## src/rtl/core/rdmc_ram.sv

```systemverilog
module rdmc_ram #(
  parameter int WIDTH = 8,
  parameter int DEPTH = 16,
  localparam int AW = $clog2(DEPTH)
) (
  input  logic             clk,
  input  logic             we,
  input  logic [AW-1:0]    waddr,
  input  logic [WIDTH-1:0] wdata,
  input  logic [AW-1:0]    raddr,
  output logic [WIDTH-1:0] rdata
);

  logic [WIDTH-1:0] mem [DEPTH];

  always_ff @(posedge clk) begin
    if (we) mem[waddr] <= wdata;
  end

  always_ff @(posedge clk) begin
    rdata <= mem[raddr];
  end

endmodule

```

## config.mk

```make
export PLATFORM = sky130hd
export DESIGN_NAME = rdmc_ram
export DESIGN_NICKNAME = d
export VERILOG_FILES = /design/src/rtl/core/rdmc_ram.sv
export SDC_FILE = /design/constraint.sdc
export NUM_CORES = 1
export LEC_CHECK = 0
export ABC_CLOCK_PERIOD_IN_PS = 2600
export BUFFER_PORTS_ARGS = -buffer_cell sky130_fd_sc_hd__buf_2
export CAP_MARGIN = 40
export CORE_MARGIN = 1.5
export CORE_UTILIZATION = 41
export CTS_CLUSTER_DIAMETER = 80
export CTS_CLUSTER_SIZE = 40
export DETAILED_ROUTE_END_ITERATION = 10
export GPL_TIMING_DRIVEN = 1
export HOLD_SLACK_MARGIN = 0.1
export PLACE_DENSITY_LB_ADDON = 0.2
export SETUP_SLACK_MARGIN = 0.3
export SLEW_MARGIN = 20
export SYNTH_ARGS = -nofsm -noshare
export SYNTH_HDL_FRONTEND = slang
export SYNTH_SLANG_ARGS = --single-unit
```

## constraint.sdc

```tcl
create_clock -name clk -period 2.6 [get_ports clk]
set_input_delay 0.52 -clock clk [delete_from_list [all_inputs] [get_ports clk]]
set_output_delay 0.52 -clock clk [all_outputs]
set_load 0.05 [all_outputs]
```

==> results.sh, run 1 <==
export IMPL_detail_route_first_pass_iterations=4
export IMPL_crit_type="in -> reg"
export IMPL_grt_overflow_total=0
export IMPL_grt_util_met2_pct=26.6
export IMPL_worst_ep_required_time_ps=2870
export IMPL_io_pins=26
export IMPL_max_cap_viol_count=0
export IMPL_synth_top_cells_by_area="edfxtp_1, mux4_2, mux4_1"
export IMPL_globalRouteTotalUtil_pct=16.8
export IMPL_async_reset_ff_share_pct=0
export IMPL_synthesis_area_mm2=0.00515
export IMPL_finalClockSkew_ps=8.49
export IMPL_grt_most_used_layer="met2"
export IMPL_wirelength_um=9730
export IMPL_timing_rr_end="rdata[3]$_DFF_P_"
export IMPL_n_antenna_cell=0
export IMPL_number_of_cells_traversed_by_the_worst_hold_path=1
export IMPL_worst_reg_to_reg_setup_slack_ps=1200
export IMPL_run_status="complete, no violations"
export IMPL_cp_data_arrival_time_ps=1900
export IMPL_power_sequential_fraction_pct=47.0
export IMPL_setup_worst_path_end_class="flip-flop"
export IMPL_setup_violations_final=0
export IMPL_globalplace_congestion=0.718
export IMPL_fp_dieH_um=115
export IMPL_tightest_slew_ps=735
export IMPL_grt_first_pass_wirelength_um=15200
export IMPL_cts_hold_buffers_added=0
export IMPL_synthesis_nets=247
export IMPL_slew_viol_final=0
export IMPL_p_int_uw=4250
export IMPL_worstSkewPairLatency_ps=410
export IMPL_postSynthRegisterBits=136
export IMPL_fin_nets=301
export IMPL_die_area_mm2=0.0132
export IMPL_worst_hold_check_path_type="in -> reg"
export IMPL_vdd_ir_drop_max_mv=0.459
export IMPL_route_detailed_drc=0
export IMPL_routed_via_count=2427
export IMPL_path_clk_slew_ps=50
export IMPL_cts_sinks=136
export IMPL_clk_root_buffer_cell="clkbuf_16"
export IMPL_setup_ws_ps=978
export IMPL_total_switching_power_uw=997
export IMPL_final_min_clock_period_ps=1620
export IMPL_synth_area_per_cell_um2=22.5
export IMPL_timing_critical_path_fanout_max=32
export IMPL_globalRouteMet3Util_pct=4.85
export IMPL_first_global_vias=2492
export IMPL_die_w_um=115
export IMPL_layout_drive_gt1_share_pct=31.4
export IMPL_ys_warnings_count=0
export IMPL_placedCellCount=432
export IMPL_port_buffers=25
export IMPL_hpwlAfterDp_um=6190
export IMPL_hold_path_end="mem[8][2]$_DFFE_PP_"
export IMPL_core_rowCount=40
export IMPL_seq_area_frac_synth_pct=77.8
export IMPL_yosys_cell_types_count=19
export IMPL_viasPerCell=5.23
export IMPL_setup_worst_path_start_class="primary input"
export IMPL_slew_headroom_pct=50.8
export IMPL_synth_top_area_share_pct=74.7
export IMPL_cellLeakagePower_uw=0.00211
export IMPL_area_growth_synth_to_final_pct=20.3
export IMPL_whs_ps=504
export IMPL_count_of_flip_flops_with_a_built_in_enable_after_synthesis=128
export IMPL_numCtsBuffers=17
export IMPL_hold_viol_final=0
export IMPL_power_density_mw_per_mm2=848
export IMPL_synth_top_flop_cell="edfxtp_1"
export IMPL_f_max_mhz=616
export IMPL_grt_start_max_net_pins=33
export IMPL_hold_wc_startpoint="wdata[2]"
export IMPL_pre_cts_slack_ps=545
export IMPL_cts_post_setup_buffers_inserted=0
export IMPL_cts_resized_gates=0
export IMPL_final_core_utilization_pct=51.1
export IMPL_routedWlPerCell_um=21.0
export IMPL_post_route_period_util_pct=62.4
export IMPL_r2r_start="mem[10][3]$_DFFE_PP_"
export IMPL_grt_setup_unrepaired="false"
export IMPL_r2r_cells=3
export IMPL_power_share_clock_pct=47.9
export IMPL_fillers=996
export IMPL_cts_max_path_buffers=2
export IMPL_cts_htree_levels=4
export IMPL_initial_core_util_pct=42.5
export IMPL_grt_use_met1_pct=21.9
export IMPL_antenna_violating_nets_post_route=0
export IMPL_placeable_core_area_mm2=0.0121
export IMPL_finalNonFillerCells=464
export IMPL_post_syn_instances=229
export IMPL_dr_first_iter_drc_count=219
export IMPL_antenna_found_initial=1
export IMPL_pwr_share_comb_pct=5.2
export IMPL_tritoncts="yes"
export IMPL_aggregate_negative_setup_slack_ps=0
export IMPL_switch_share_pct=19.0
export IMPL_synth_top_area_cell="edfxtp_1"
==> Yosys cell counts (all sizes together), types with 2 or more instances <==
master           n
a22oi           16
dfxtp            8
nor2            13
buf              7
nand3b           2
nand2b           2
clkdlybuf4s25    3
nand2            9
mux4            32
edfxtp         128
nor3             4
==> critical path, stage by stage <==
cell,delay [ps]
buf_2,100
buf_12,240
mux4_1,600
a22oi_1,320
nand2_1,80
==> worst max-delay path by stage <==
stage,from,end,slack (ps),cells after the start
3_3_place_gp,raddr[0],rdata[3]$_DFF_P_,540,5
6_report,raddr[0],rdata[3]$_DFF_P_,980,5
3_5_place_dp,raddr[0],rdata[3]$_DFF_P_,540,5
2_1_floorplan,waddr[2],mem[0][0]$_DFFE_PP_,590,2
5_1_grt,raddr[0],rdata[3]$_DFF_P_,930,5
4_1_cts,raddr[0],rdata[3]$_DFF_P_,970,5
==> layer usage <==
| layer | vias up | share of wire (%) | wire (um) |
|---|---|---|---|
| met5 | - | 0.15 | 15 |
| met4 | 2 | 1.6 | 152 |
| met3 | 12 | 4.2 | 412 |
| met2 | 59 | 51 | 4920 |
| met1 | 1273 | 44 | 4230 |
| li1 | 1081 | - | - |
==> metrics by stage <==
step / power (uW) / area, um^2
4_1_cts: 5300 / 6190
3_5_place_dp: 2790 / 5560
3_3_place_gp: 2790 / 5560
6_report: 5250 / 6190
2_1_floorplan: 2680 / 5150
5_1_grt: 5430 / 6190
==> power groups by stage <==
stage | Combinational [uW] | Sequential, uW | Clock (uW)
2_1_floorplan | 124 | 2560 | 0
3_3_place_gp | 275 | 2510 | 0
3_5_place_dp | 278 | 2510 | 0
4_1_cts | 278 | 2470 | 2550
5_1_grt | 296 | 2470 | 2660
6_report | 272 | 2470 | 2510
==> final cells by class <==
| cell class | count | area, um^2 | share of cell area [%] |
|---|---|---|---|
| flip-flops and latches | 136 | 4000 | 64.6 |
| multi-input cells | 83 | 1060 | 17.1 |
| well taps | 168 | 210 | 3.39 |
| repair buffers | 45 | 288 | 4.65 |
| clock inverters | 8 | 143 | 2.30 |
| clock buffers | 24 | 492 | 7.94 |
==> logic make-up after synthesis <==
family | count (synthesis) | share of synthesized area (%)
flip-flops | 136 | 77.8
multiplexers | 32 | 15.0
buffers and inverters | 10 | 1.68
AND/OR/NAND/NOR | 35 | 3.18
AO/OA/AOI/OAI | 16 | 2.33
==> state kept, by name, indices dropped and copies added (netlist names) <==
name	count
rdata	8
mem	128
==> cell usage in the layout, fill, tap and decap left out, drive strengths merged <==
master | synthesis | final
clkinv | 0 | 3
nand3 | 1 | 1
clkinvlp | 0 | 1
nor2b | 1 | 1
and2 | 1 | 1
a22oi | 16 | 16
nand3b | 2 | 2
and2b | 1 | 1
dfxtp | 8 | 8
nor3 | 4 | 4
clkbuf | 0 | 24
nand2 | 9 | 9
bufinv | 0 | 4
nand2b | 2 | 2
nor2 | 13 | 13
mux4 | 32 | 32
edfxtp | 128 | 128
buf | 7 | 45
or3b | 1 | 1
(Power assumes the default switching activity.)
==> run 2, diff against run 1 <==
--- a/config.mk
+++ b/config.mk
@@ -5,7 +5,8 @@
 export SDC_FILE = /design/constraint.sdc
 export NUM_CORES = 1
 export LEC_CHECK = 0
-export ABC_CLOCK_PERIOD_IN_PS = 2600
+export ABC_AREA = 1
+export ABC_CLOCK_PERIOD_IN_PS = 1530
 export BUFFER_PORTS_ARGS = -buffer_cell sky130_fd_sc_hd__buf_2
 export CAP_MARGIN = 40
 export CORE_MARGIN = 1.5
==> constraint.sdc (replaced) <==
create_clock -name clk -period 1.53 [get_ports clk]
set_input_delay 0.306 -clock clk [delete_from_list [all_inputs] [get_ports clk]]
set_output_delay 0.306 -clock clk [all_outputs]
set_load 0.05 [all_outputs]
==> run 2 against run 1 <==
  * Cell area grew 10%
  * Total power increased by 62%
  * Worst hold slack got worse by 240 ps
  * Global-route usage up 2.7 points
  * Count of clock-buffer cells in the layout up 2
  * Core utilization is 1.8 points lower
  * Critical path depth down 4
  * Non-clock buffer count is 7 higher
  * Highest routed layer is now met4
==> results.sh, run 2 <==
export IMPL_run_status="complete, no violations"
export IMPL_yosys_cell_types_count=12
export IMPL_max_cap_viol_count=0
export IMPL_synthesis_nets=569
export IMPL_p_int_uw=6680
export IMPL_die_area_mm2=0.0148
export IMPL_timing_critical_path_depth=1
export IMPL_synth_top_area_cell="edfxtp_1"
export IMPL_detail_route_first_pass_iterations=4
export IMPL_yosys_cell_count_top_type="nand2_1"
export IMPL_worst_ep_required_time_ps=1220
export IMPL_worst_hold_check_path_type="in -> reg"
export IMPL_setup_worst_path_end_class="output pin"
export IMPL_n_antenna_cell=0
export IMPL_aggregate_negative_setup_slack_ps=0
export IMPL_final_min_clock_period_ps=1220
export IMPL_r2r_cells=6
export IMPL_mostFrequentLayoutCells="nand2_1, edfxtp_1, inv_1"
export IMPL_hold_wc_startpoint="raddr[3]"
export IMPL_switch_share_pct=21.6
export IMPL_finalClockSkew_ps=7.46
export IMPL_synth_commonest_cells="nand2_1, edfxtp_1, inv_1"
export IMPL_route_detailed_drc=0
export IMPL_f_max_mhz=819
export IMPL_tritoncts="yes"
export IMPL_crit_buf_inv=1
export IMPL_setup_worst_path_start_class="flip-flop"
export IMPL_hpwlAfterDp_um=8090
export IMPL_async_reset_ff_share_pct=0
export IMPL_detailed_place_area_mm2=0.00623
export IMPL_count_of_flip_flops_with_a_built_in_enable_after_synthesis=128
export IMPL_initial_core_util_pct=41.7
export IMPL_grt_start_max_net_pins=65
export IMPL_design_power_total_uw=8520
export IMPL_synth_top_cells_by_area="edfxtp_1, nand2_1, nand3_1"
export IMPL_wirelength_um=13000
export IMPL_cts_sinks=136
export IMPL_total_switching_power_uw=1840
export IMPL_cts_post_setup_buffers_inserted=0
export IMPL_viasPerCell=4.75
export IMPL_vdd_ir_drop_max_mv=0.788
export IMPL_hold_path_end="rdata[2]$_DFF_P_"
export IMPL_worstSkewPairLatency_ps=410
export IMPL_power_share_clock_pct=43.0
export IMPL_path_clk_slew_ps=50
export IMPL_synth_top_area_share_pct=66.7
export IMPL_cp_data_arrival_time_ps=910
export IMPL_r2r_start="mem[1][5]$_DFFE_PP_"
export IMPL_post_route_cell_area_mm2=0.00683
export IMPL_tightest_slew_ps=370
export IMPL_fin_nets=616
export IMPL_die_w_um=122
export IMPL_power_density_mw_per_mm2=1250
export IMPL_postSynthRegisterBits=136
export IMPL_clk_root_buffer_cell="clkbuf_16"
export IMPL_routed_via_count=3754
export IMPL_cellLeakagePower_uw=0.00296
export IMPL_synth_area_per_cell_um2=10.5
export IMPL_number_of_cells_traversed_by_the_worst_hold_path=3
export IMPL_antenna_violating_nets_post_route=0
export IMPL_crit_path_cell_trace="buf_8"
export IMPL_crit_path_max_incr_delay_ps=360
export IMPL_dr_first_iter_drc_count=324
export IMPL_globalplace_congestion=0.789
export IMPL_routedWlPerCell_um=16.4
export IMPL_seq_area_frac_synth_pct=69.4
export IMPL_numCtsBuffers=17
export IMPL_placeable_core_area_mm2=0.0138
export IMPL_slew_headroom_pct=75.4
export IMPL_critical_path_slowest_cell="dfxtp_4"
export IMPL_biggestRegsByFlops="mem (128), rdata (8)"
export IMPL_grt_setup_unrepaired="true"
export IMPL_layout_cells_most_common="nand2_1"
export IMPL_layout_drive_gt1_share_pct=13.8
export IMPL_multi_input_comb_area_mm2=0.00121
export IMPL_slew_viol_final=0
export IMPL_regMostFlops="mem"
export IMPL_cts_max_path_buffers=2
export IMPL_critPathTopFamily="flip-flops"
export IMPL_grt_overflow_total=0
export IMPL_post_syn_instances=551
export IMPL_pwr_share_comb_pct=7.6
export IMPL_regArea_mm2=0.00402
export IMPL_globalRouteTotalUtil_pct=19.5
export IMPL_grt_first_pass_wirelength_um=20500
export IMPL_area_growth_synth_to_final_pct=18.4
export IMPL_timing_rr_end="rdata[5]$_DFF_P_"
export IMPL_fillers=1237
export IMPL_first_global_vias=3713
export IMPL_synthesis_area_mm2=0.00577
export IMPL_power_sequential_fraction_pct=49.4
export IMPL_antenna_found_initial=0
export IMPL_cts_htree_levels=4
export IMPL_port_buffers=25
export IMPL_largest_reg_flops=128
export IMPL_worst_reg_to_reg_setup_slack_ps=490
export IMPL_crit_type="reg -> out"
export IMPL_setup_violations_final=0
export IMPL_fp_dieH_um=122
export IMPL_timing_critical_path_fanout_max=1
export IMPL_ys_warnings_count=0
export IMPL_io_pins=26
export IMPL_synth_top_flop_cell="edfxtp_1"
export IMPL_post_route_period_util_pct=79.8
export IMPL_hold_viol_final=0
export IMPL_core_rowCount=43
-- run 2: changes by cell type after synthesis, sizes merged, moves of 2 or more --
| cell | change |
|---|---|
| nor2 | +4 |
| nor3 | -4 |
| buf | +17 |
| nand2b | -2 |
| a22oi | -16 |
| nand2 | +164 |
| nand3 | +96 |
| inv | +102 |
| mux4 | -32 |
| clkdlybuf4s25 | -3 |
-- run 2: area by class of cell --
cell class	count	share of cell area, %
Multi-Input combinational cell	289	17.8
Clock inverter	5	0.715
Sequential cell	136	58.8
Inverter	102	5.61
Timing Repair Buffer	52	6.74
Tap cell	180	3.30
Clock buffer	26	7.02
-- run 2: worst max path at each step --
stage	to	start	slack [ps]
5_1_grt	rdata[3]	rdata[3]$_DFF_P_	280
3_5_place_dp	rdata[2]$_DFF_P_	raddr[0]	110
6_report	rdata[3]	rdata[3]$_DFF_P_	310
4_1_cts	rdata[4]	rdata[4]$_DFF_P_	280
2_1_floorplan	mem[10][0]$_DFFE_PP_	waddr[2]	270
3_3_place_gp	rdata[2]$_DFF_P_	raddr[0]	140
-- run 2: stage by stage --
stage               hold WS [ps]  setup WS (ps)  instances  util, %
floorplan                    405            273        551        -
CTS                          242            280        790     49.3
detailed placement           651            105        759     45.0
global placement             624            136        759     45.0
global route                 264            276        790     49.4
finish                       261            310        790     49.4
-- run 2: power groups by stage --
stage                     clock network, uW  registers (uW)  logic (uW)
after floorplan                           0            4350         294
after CTS                              3730            4200         660
final                                  3660            4200         649
after global placement                    0            4270         617
after global routing                   3850            4210         714
after detailed placement                  0            4270         625
-- run 2: kinds of logic (layout without fill, tap and decap cells) --
kind of cell | count (synthesis) | count (layout) | synth area share (%)
and+or+nand+nor | 289 | 289 | 21.0
DFF | 136 | 136 | 69.4
buffers and inverters | 126 | 185 | 9.52
-- run 2: repair_timing --
action,in CTS,in global routing
hold buffers,0,0
endpoints found under the setup margin,8,6
resized for setup,23,4
-- run 2: layer usage --
metal	part of all wire [%]	global-route usage [%]	vias to the layer above	routed length [um]
met5	0	0	-	0
li1	-	-	1863	-
met2	50	31.6	94	6430
met4	1.3	8.31	0	171
met1	45	24.9	1783	5840
met3	4.1	5.06	14	539
