==> config.mk <==
export PLATFORM = sky130hd
export DESIGN_NAME = rdmc_cfg
export DESIGN_NICKNAME = d
export VERILOG_FILES = /design/src/rtl/core/rdmc_pkg.sv /design/src/rtl/core/rdmc_cfg.sv
export SDC_FILE = /design/constraint.sdc
export NUM_CORES = 1
export LEC_CHECK = 0
export ABC_AREA = 1
export BUFFER_PORTS_ARGS = -buffer_cell sky130_fd_sc_hd__buf_2
export CORE_MARGIN = 3
export CORE_UTILIZATION = 31
export CTS_BUF_LIST = sky130_fd_sc_hd__clkbuf_4
export DETAILED_ROUTE_END_ITERATION = 10
export PLACE_DENSITY = 0.82
export SYNTH_ARGS = -nofsm -noshare
export SYNTH_HDL_FRONTEND = slang
export SYNTH_SLANG_ARGS = --single-unit
==> constraint.sdc <==
create_clock -name clk -period 0.8 [get_ports clk]
set_clock_uncertainty 0.1 [all_clocks]
set_input_delay 0.12 -clock clk [delete_from_list [all_inputs] [get_ports clk]]
set_output_delay 0.12 -clock clk [all_outputs]
set_load 0.01 [all_outputs]
==> src/rtl/core/rdmc_pkg.sv <==
package rdmc_pkg;

  localparam int MAX_SIZE    = 64;
  localparam int STACK_DEPTH = 1024;

  localparam int CW        = $clog2(MAX_SIZE);
  localparam int GS_W      = 7;
  localparam int VIS_DEPTH = MAX_SIZE * MAX_SIZE;
  localparam int VIS_AW    = 2 * CW;
  localparam int STK_AW    = $clog2(STACK_DEPTH);
  localparam int LVL_W     = STK_AW + 1;
  localparam int EPOCH_W   = 4;
  localparam int RND_W     = 8;

  localparam int PADDR_W   = 3;
  localparam int PDATA_W   = 32;
  localparam int REG_IDX_W = PADDR_W - 2;

  localparam logic [REG_IDX_W-1:0] REG_GRID_SIZE = REG_IDX_W'(0);
  localparam logic [GS_W-1:0]      GRID_RESET    = GS_W'(63);

  localparam logic ACT_START = 1'b0;
  localparam logic ACT_DRAW  = 1'b1;

  typedef logic [CW-1:0]      coord_t;
  typedef logic [EPOCH_W-1:0] epoch_t;

  localparam epoch_t EPOCH_MAX = '1;

  typedef enum logic [1:0] {
    KIND_OPEN     = 2'd0,
    KIND_DISCARD  = 2'd1,
    KIND_FINISHED = 2'd2
  } kind_t;

  typedef enum logic [1:0] {
    DIR_N = 2'd0,
    DIR_E = 2'd1,
    DIR_W = 2'd2,
    DIR_S = 2'd3
  } dir_t;

  typedef enum logic [3:0] {
    S_CLEAR,
    S_IDLE,
    S_START,
    S_NBR,
    S_NLAST,
    S_FIN,
    S_POP_RD,
    S_POP_CHK,
    S_VIS,
    S_OPEN_T
  } state_t;

  // bit0 north, bit1 east, bit2 west, bit3 south
  typedef struct packed {
    coord_t     x;
    coord_t     y;
    logic [3:0] mask;
  } frame_t;

  typedef struct packed {
    logic              we;
    logic [VIS_AW-1:0] waddr;
    epoch_t            wdata;
    logic [VIS_AW-1:0] raddr;
  } vis_req_t;

  typedef struct packed {
    logic              we;
    logic [STK_AW-1:0] waddr;
    frame_t            wdata;
    logic [STK_AW-1:0] raddr;
  } stk_req_t;

  // x mod 3 by reciprocal, exact for 8-bit x
  function automatic logic [1:0] mod3(input logic [RND_W-1:0] x);
    logic [15:0]      p;
    logic [RND_W-1:0] q;
    logic [RND_W-1:0] r;
    p = 16'(x) * 16'd171;
    q = RND_W'(p[15:9]);
    r = x - RND_W'(q * RND_W'(3));
    return r[1:0];
  endfunction

  function automatic dir_t pick_dir(input logic [3:0] mask, input logic [RND_W-1:0] rnd);
    logic [2:0] count;
    logic [1:0] k;
    logic [2:0] seen;
    dir_t       dir;
    count = 3'($countones(mask));
    seen  = '0;
    dir   = DIR_N;
    case (count)
      3'd1:    k = 2'd0;
      3'd2:    k = {1'b0, rnd[0]};
      3'd3:    k = mod3(rnd);
      default: k = rnd[1:0];
    endcase
    for (int b = 0; b < 4; b++) begin
      if (mask[b]) begin
        if (seen == {1'b0, k}) dir = dir_t'(2'(b));
        seen = seen + 3'd1;
      end
    end
    return dir;
  endfunction

endpackage

==> src/rtl/core/rdmc_cfg.sv <==
module rdmc_cfg (
  input  logic                            clk,
  input  logic                            rst,
  input  logic                            psel,
  input  logic                            penable,
  input  logic                            pwrite,
  input  logic [rdmc_pkg::PADDR_W-1:0]    paddr,
  input  logic [rdmc_pkg::PDATA_W-1:0]    pwdata,
  output logic [rdmc_pkg::PDATA_W-1:0]    prdata,
  output logic                            pready,
  output logic [rdmc_pkg::GS_W-1:0]       grid_size
);
  import rdmc_pkg::*;

  logic [REG_IDX_W-1:0] idx;
  logic                 wr;

  assign idx    = paddr[PADDR_W-1:2];
  assign wr     = psel && penable && pwrite && pready;
  assign pready = 1'b1;
  assign prdata = (idx == REG_GRID_SIZE) ? PDATA_W'(grid_size) : '0;

  always_ff @(posedge clk) begin
    if (rst) begin
      grid_size <= GRID_RESET;
    end else if (wr && idx == REG_GRID_SIZE) begin
      grid_size <= pwdata[GS_W-1:0];
    end
  end

endmodule

==> key figures, run 1 <==
Pwr
  – Pwr Total: between 0.0009 and 0.001 W
  – Peak supply drop: 0.486 mV
  – PwrDens: between 1000 and 1500 nW/um2
  – Static leakage: ~0.49 nW

STA
  – Hold slack: -0.0250 ns
  – Final setup viols: 16
  – Final setup margin: -0.258 ns
  – Tmin final: approximately 1.1 ns
  – Fin. Hold Viols: 6
  – RSZ-0062 raised after global routing: yes
  – Highest Clock Rate: around 0.95 GHz
  – Final period util: 132%
  – Final Max Slew Viols: 0
  – Post-route setup TNS: -2.99 ns

Global route
  – Initial antenna violation count: 0
  – Aggregate global routing overflow: 0
  – Largest net degree at the start of global routing: 8
  – Tot GR Track Use: 9.89%
  – First-pass GRT wire length: 1.89 mm
  – Number of global-route vias before repair: 460

Yosys
  – Synth Area per Inst: 6.96 um2
  – Seq cells post-synth: 7
  – Post-synthesis cell count: 82
  – Async SR Flop Fraction: 0%
  – Synth cell types: 13
  – Synth warnings: 0
  – Yosys top cell area share: ~34%
  – Cell taking the most area after synthesis: buf_4
  – Synth cell count leaders: buf_4, nand2_1, inv_1
  – Post-synth EDFFs: 0
  – Most common cell in the synthesized netlist: buf_4
  – Netlist Area Pre-Place: approximately 570 um2
  – Area contributors post-synth: buf_4, dfxtp_1, nand2_1, inv_1, nand3_1
  – Sequential-to-total area share from yosys stat: around 25%
  – Most used DFF post-synth: dfxtp_1

Clocking
  – Clk root buf: clkbuf_4
  – Clock buffer depth: 2
  – H-Tree Depth: 1
  – Clk pin slew, worst setup/hold paths: ~0.050 ns
  – CTS Buf Count: 3
  – Worst-skew pair later-pin latency: about 0.25 ns
  – Clock sink count: 7
  – TritonCTS clock tree: done

Final layout
  – Design area: 788 um2
  – Nets: about 160
  – # fillers: 163
  – Top reg by flops: grid_size
  – Ant. Diodes: 0
  – P&R area growth vs syn: 38.2%
  – Max reg flops: 7
  – Largest regs: grid_size: 7 flops
  – Final non-filler cell total: 140
  – Register area: 161 um2
  – Fraction of layout cells with a size suffix above 1: approximately 56%
  – Multi-input logic area: between 200 and 300 um2

Detailed routing
  – Antenna-violating nets left: 0
  – DRT iter0 DRCs: 0
  – First-pass iteration count of the detailed router: 1
  – Per-cell routed wire length: 9.10 um
  – Via-to-Cell Ratio: ~3.7
  – Vias: between 500 and 600
  – DRC: 0
  – Routed WL: 1.27 mm

Worst setup path
  – Maximum fanout along the worst path: 3
  – Startpoint types: register
  – Crit-path cells: inv_2 > nor2_2 > buf_2
  – Largest delay share family, worst path: flip-flops
  – Slowest CP cell: dfxtp_4
  – Buf+Inv Stages, Crit Path: 2
  – Setup CP Type: register to primary output
  – Crit end category: primary output
  – Worst EP required: 0.58 ns
  – Arrival @ worst endpoint: between 0.8 and 0.9 ns
  – CP peak stage delay: ~0.35 ns

Floorplan
  – # rows: 14
  – Initial Utilization: between 30% and 40%
  – # IOs: 80
  – CORE AREA: 1610 um2
  – Chip height: 48.9 um
  – Die area: roughly 2400 um2
  – Die X: 48.9 um

Placed design
  – Inst Count DP: 132
  – Placed Area: 654 um2
  – RD Place Congestion: 0.675
  – Port Buffers: 26
  – HPWL after DPL: 999 um

Run
  – Total of max-cap violations: 0

Worst hold path
  – Worst min-delay path category: input pin to register

Outcome
  – Failing checks: hold timing, setup timing
  – Run status: finished, violations left
stage by stage:
stage | setup WS (ns) | utilization [%]
final | -0.258 | 48.9
after global routing | -0.298 | 48.9
after CTS | -0.252 | 45.0
after detailed placement | -0.0986 | 40.6
after global placement | -0.0876 | 40.6
after floorplan | 0.0109 | -
power by group:
| group | total [W] | switching, W | internal, W |
|---|---|---|---|
| combinational | 0.000261 | 0.000157 | 0.000104 |
| sequential | 0.000366 | 0.0000134 | 0.000352 |
| clock | 0.000358 | 0.000134 | 0.000224 |
| total | 0.000985 | 0.000304 | 0.000681 |
cell usage in the layout, fill, tap and decap left out, drive strengths merged:
cell    Yosys  layout
clkbuf      0       4
nor2       11      11
clkinv      1       1
dfxtp       7       7
buf        27      33
nand3       7       7
nand2      16      16
conb        2      26
inv        11      11
path summary, 6_finish.rpt:
check	start	end	slack, ns	cells past startpoint
max	grid_size[5]$_SDFFE_PP1P_	prdata[5]	-0.26	3
min	pwdata[2]	grid_size[2]$_SDFFE_PP1P_	-0.02	3
max reg2reg	grid_size[6]$_SDFFE_PP0P_	grid_size[6]$_SDFFE_PP0P_	-0.01	3
min reg2reg	grid_size[4]$_SDFFE_PP1P_	grid_size[4]$_SDFFE_PP1P_	0.39	2
metal layers:
metal  up-vias  wire (um)  global-route usage [%]
met2        32        712                    19.2
met4         0         19                    4.27
met5         -          0                       0
met1       229        412                    9.72
met3         3        130                    2.45
li1        256          -                       -
layout make-up:
cell class              instances  share of cell area [%]
multi-input cells              60                    36.8
flip-flops and latches          7                    20.5
clock buffers                   4                    3.81
well taps                      24                    3.81
inverters                      12                    5.87
repair buffers                 33                    29.2
what timing repair did:
action,4_1_cts,5_1_grt
hold endpoints to repair,6,1
pin swaps,2,2
endpoints found under the setup margin,15,15
gates resized for setup,18,10
setup buffers,1,4
cell families (layout without fill, tap and decap cells):
family | after synthesis | in the layout | synth area share [%]
flip-flops | 7 | 7 | 24.6
AND/OR/NAND/NOR | 34 | 34 | 29.8
other | 2 | 26 | 1.32
buffers and inverters | 39 | 49 | 44.3
worst reg2reg max path: stages, from the launching register on:
cell and delay, ns:
dfxtp_2 0.33, buf_4 0.14, nor2_4 0.09, nor2_1 0.05
No activity file was read; power rests on OpenSTA's default activity.
==> inputs of run 2 (changes only) <==
Settings changed: SETUP_SLACK_MARGIN set to 0.3.
==> key figures, run 2 (synthesized netlist as in run 1, its figures left out) <==
Outcome
  – Run status: finished, violations left
  – Failing checks: hold timing, setup timing

Pwr
  – Seq pwr share: 38.3%
  – PwrDens: around 1200 nW/um2
  – Clock power frac: between 30 and 40%
  – Internal: ~0.0007 W
  – Peak supply drop: about 0.76 mV
  – Pwr Total: just under 0.001 W
  – Combinational Power Share: between 20% and 30%
  – Sw Share: 29.3%
  – Static leakage: about 0.49 nW
  – NetSw: 0.000288 W

Final layout
  – Most frequent cells in the layout: conb_1, buf_2, nand2_1, nor2_2
  – Fraction of layout cells with a size suffix above 1: around 57%
  – Largest regs: grid_size: 7 flops
  – Multi-input logic area: 300 um2
  – Nets: 156
  – Max reg flops: 7
  – Finished Core Util: 49.1%
  – Most common cell after layout, fill and taps aside: conb_1
  – Ant. Diodes: 0
  – Design area: just under 800 um2
  – Register area: 151 um2
  – P&R area growth vs syn: 38.6%
  – Top reg by flops: grid_size
  – # fillers: about 160

Detailed routing
  – First-pass iteration count of the detailed router: 4
  – Vias: 495
  – DRT iter0 DRCs: 4
  – Routed WL: approximately 1.2 mm
  – Per-cell routed wire length: roughly 9 um
  – Via-to-Cell Ratio: between 3 and 4
  – DRC: 0
  – Antenna-violating nets left: 0

STA
  – Final period util: 131%
  – Final Max Slew Viols: 0
  – Tmin final: roughly 1.0 ns
  – Post-route setup TNS: -2.55 ns
  – Highest Clock Rate: around 0.95 GHz
  – Hold slack: -0.0100 ns
  – Final setup viols: 14
  – Final setup margin: -0.249 ns
  – Fin. Hold Viols: 5
  – RSZ-0062 raised after global routing: yes

Global route
  – Number of global-route vias before repair: just under 400
  – First-pass GRT wire length: 1.70 mm
  – Initial antenna violation count: 0
  – Tot GR Track Use: under 10%
  – Aggregate global routing overflow: 0
  – Largest net degree at the start of global routing: 8

Worst setup path
  – Startpoint types: register
  – Largest delay share family, worst path: flip-flops
  – CP peak stage delay: between 0.3 and 0.4 ns
  – Arrival @ worst endpoint: about 0.83 ns
  – Crit-path cells: inv_2 > nor2_2 > buf_2
  – Worst EP required: slightly below 0.6 ns
  – Crit end category: primary output
  – Buf+Inv Stages, Crit Path: 2
  – Maximum fanout along the worst path: 3
  – Slowest CP cell: dfxtp_2
  – Setup CP Type: register to primary output

Floorplan
  – Die area: 2390 um2
  – Die X: ~49 um
  – # rows: 14
  – Chip height: ~49 um
  – Initial Utilization: between 30% and 40%
  – CORE AREA: between 1500 and 2000 um2
  – # IOs: 80

Clocking
  – H-Tree Depth: 1
  – Clock sink count: 7
  – CTS Buf Count: 3
  – Worst-skew pair later-pin latency: ~0.24 ns
  – Clock buffer depth: 2
  – Clk pin slew, worst setup/hold paths: 0.05 ns
  – TritonCTS clock tree: done
  – Clk root buf: clkbuf_4

Placed design
  – HPWL after DPL: approximately 1 mm
  – Port Buffers: 26
  – Placed Area: between 600 and 700 um2
  – Pre-CTS setup slack: -0.113 ns
  – RD Place Congestion: 0.654

Run
  – Total of max-cap violations: 0

Worst hold path
  – Worst min-delay path category: input pin to register
run 2: per-stage QoR:
step / instances / hold WS, ns
after global routing: 139 / -0.00490
final: 139 / -0.0100
after global placement: 131 / 0.232
after CTS: 138 / -0.0128
after detailed placement: 131 / 0.238
after floorplan: 106 / 0.146
run 2: repair_timing:
item | 4_1_cts | 5_1_grt
pin swaps | 2 | 4
buffers inserted | 3 | 1
hold endpoints to repair | 5 | 2
setup endpoints to repair | 21 | 21
resized for setup | 11 | 8
run 2: final timing paths:
check	startpoint	to	slack [ns]	cells past startpoint
hold reg to reg	grid_size[4]$_SDFFE_PP1P_	grid_size[4]$_SDFFE_PP1P_	0.37	2
hold / removal	pwdata[3]	grid_size[3]$_SDFFE_PP1P_	-0.01	3
setup / recovery	grid_size[2]$_SDFFE_PP1P_	prdata[2]	-0.25	3
setup reg to reg	grid_size[1]$_SDFFE_PP1P_	grid_size[1]$_SDFFE_PP1P_	0.01	3
run 2: worst min-delay path, stage by stage:
cell and delay [ns]:
buf_2 0.07, nand2_1 0.04, nand3_1 0.06
run 2: layout make-up:
type | count | area share [%]
clock buffers | 4 | 3.80
repair buffers | 32 | 29.0
inverters | 12 | 6.33
multi-input cells | 60 | 38.0
well taps | 24 | 3.80
flip-flops and latches | 7 | 19.1
run 2: power by group through the flow:
stage               registers, W  clock network, W  logic, W
floorplan               0.000386                 0  0.000249
global placement        0.000380                 0  0.000234
detailed placement      0.000381                 0  0.000242
CTS                     0.000376          0.000342  0.000257
global route            0.000377          0.000357  0.000297
finish                  0.000376          0.000334  0.000272
run 2: routing by layer:
metal | global-route usage (%) | vias to the layer above | share of wire (%)
met4 | 4.27 | 0 | 0
li1 | - | 257 | -
met5 | 0 | - | 0
met3 | 2.45 | 0 | 11
met1 | 9.17 | 207 | 37
met2 | 17.0 | 31 | 52
==> inputs of run 3 (changes only) <==
Settings changed: CORE_ASPECT_RATIO set to 1.1, CTS_BUF_LIST sky130_fd_sc_hd__clkbuf_4 to sky130_fd_sc_hd__clkbuf_2.
==> key figures, run 3 (synthesized netlist as in run 1, its figures left out) <==
Detailed routing
  – Per-cell routed wire length: 9.71 um
  – WL met1: between 300 and 400 um
  – Antenna-violating nets left: 0
  – DRC: 0
  – Vias: just under 500
  – DR WL met3: between 100 and 150 um
  – Met2 routed WL: roughly 720 um
  – Via-to-Cell Ratio: between 3 and 4
  – Routed WL: 1.26 mm
  – Top Metal Used: met4
  – DRT iter0 DRCs: 4
  – First-pass iteration count of the detailed router: 4

STA
  – Final Max Slew Viols: 0
  – RSZ-0062 raised after global routing: yes
  – Final period util: 132%
  – Final setup viols: 14
  – Hold slack: -0.0127 ns
  – Fin. Hold Viols: 5
  – Highest Clock Rate: 0.945 GHz
  – Tmin final: approximately 1.1 ns
  – Final setup margin: -0.258 ns

Worst hold path
  – Hold path startpoint: pwdata[1]
  – Worst min-delay path category: input pin to register
  – WHS Path Cells: 3
  – Hold EP: grid_size[1]$_SDFFE_PP1P_

Worst setup path
  – Reg2Reg Setup Slack: ~0.030 ns
  – CP startpoint: grid_size[1]$_SDFFE_PP1P_
  – Maximum fanout along the worst path: 3
  – Worst R2R End: grid_size[6]$_SDFFE_PP0P_
  – Arrival @ worst endpoint: approximately 0.84 ns
  – R2R cell count: 3
  – Setup CP Type: register to primary output
  – FF-to-FF Start: grid_size[6]$_SDFFE_PP0P_
  – Worst EP required: 0.58 ns
  – Crit end category: primary output
  – Startpoint types: register

Placed design
  – Inst Count DP: around 130
  – Port Buffers: 26
  – HPWL after DPL: around 1.0 mm
  – RD Place Congestion: between 0.6 and 0.7

Final layout
  – # fillers: 159
  – P&R area growth vs syn: 32.9%
  – Fraction of layout cells with a size suffix above 1: between 50% and 60%
  – Most common cell after layout, fill and taps aside: conb_1
  – Max reg flops: 7
  – Final non-filler cell total: 130
  – Largest regs: grid_size: 7 flops
  – Nets: around 150
  – Top reg by flops: grid_size
  – Most frequent cells in the layout: conb_1, buf_2, nand2_1, nor2_2, inv_2
  – Finished Core Util: a little under half
  – Ant. Diodes: 0

Outcome
  – Run status: finished, violations left
  – Failing checks: hold timing, setup timing

Pwr
  – Static leakage: ~0.48 nW
  – Pwr Total: about 0.00091 W
  – Internal: about 0.0006 W
  – NetSw: between 0.0003 and 0.0004 W
  – PwrDens: roughly 1200 nW/um2
  – Sw Share: between 30% and 40%
  – Combinational Power Share: between 20% and 30%
  – Peak supply drop: 0.492 mV
  – Seq pwr share: 41.0%
  – Clock power frac: between 20 and 30%

Clocking
  – Clk pin slew, worst setup/hold paths: 0.07 ns
  – CTS Buf Count: 3
  – Clock sink count: 7
  – TritonCTS clock tree: done
  – Clock buffer depth: 2
  – Clk root buf: clkbuf_2
  – Worst-skew pair later-pin latency: 0.24 ns
  – H-Tree Depth: 1

Floorplan
  – # IOs: 80
  – Die area: 2390 um2
  – # rows: 15
  – Die X: between 40 and 50 um
  – Chip height: 51.0 um
  – CORE AREA: about 1700 um2
  – Initial Utilization: 34.5%

Run
  – Total of max-cap violations: 0

Global route
  – Initial antenna violation count: 0
  – Largest net degree at the start of global routing: 8
  – Aggregate global routing overflow: 0
  – Tot GR Track Use: 10.9%
  – First-pass GRT wire length: approximately 1.9 mm
  – Number of global-route vias before repair: 446
==> run 3: how the worst max path moves through the flow <==
stage          cells past startpoint                         to  slack [ns]
2_1_floorplan                      2                  prdata[6]        0.06
3_3_place_gp                       6  grid_size[2]$_SDFFE_PP1P_       -0.08
3_5_place_dp                       6  grid_size[0]$_SDFFE_PP1P_       -0.11
4_1_cts                            3                  prdata[6]       -0.23
5_1_grt                            3                  prdata[2]       -0.29
6_report                           3                  prdata[1]       -0.26
==> run 3: cell type report <==
type	count	area [um2]	share of cell area [%]
inverter	12	50.0	6.60
timing repair buffer	30	213	28.1
sequential	7	154	20.3
tap	17	21.3	2.81
multi-input combinational	60	300	39.6
clock buffer	4	20.0	2.64
==> run 3: timing repair <==
action | CTS | global route
endpoints found under the setup margin | 21 | 21
buffers inserted | 1 | 0
resized for setup | 8 | 11
hold endpoints to repair | 1 | 0
pin swaps | 2 | 1
gates cloned | 0 | 0
==> run 3: per-layer routing <==
layer	global-route usage, %	vias up
li1	-	248
met1	9.30	217
met2	20.8	27
met3	2.46	5
met4	6.91	0
met5	0	-
==> run 3: worst max-delay path, cell delays in order (launching register included) <==
cell and delay, ns:
dfxtp_2 0.36, inv_2 0.04, nor2_2 0.07, buf_2 0.13
==> run 3: power by group through the flow <==
stage	Clock (W)	Combinational [W]	Sequential [W]
after global routing	0.000279	0.000294	0.000375
final	0.000272	0.000265	0.000373
after global placement	0	0.000237	0.000380
after detailed placement	0	0.000243	0.000381
after CTS	0.000266	0.000249	0.000375
after floorplan	0	0.000249	0.000386
==> run 3: per-stage QoR <==
step / setup slack (ns) / area, um2 / setup TNS (ns)
floorplan: 0.0640 / 704 / 0
global placement: -0.0765 / 676 / -0.892
detailed placement: -0.112 / 676 / -1.15
CTS: -0.234 / 709 / -2.53
global route: -0.291 / 758 / -2.93
finish: -0.258 / 758 / -2.63
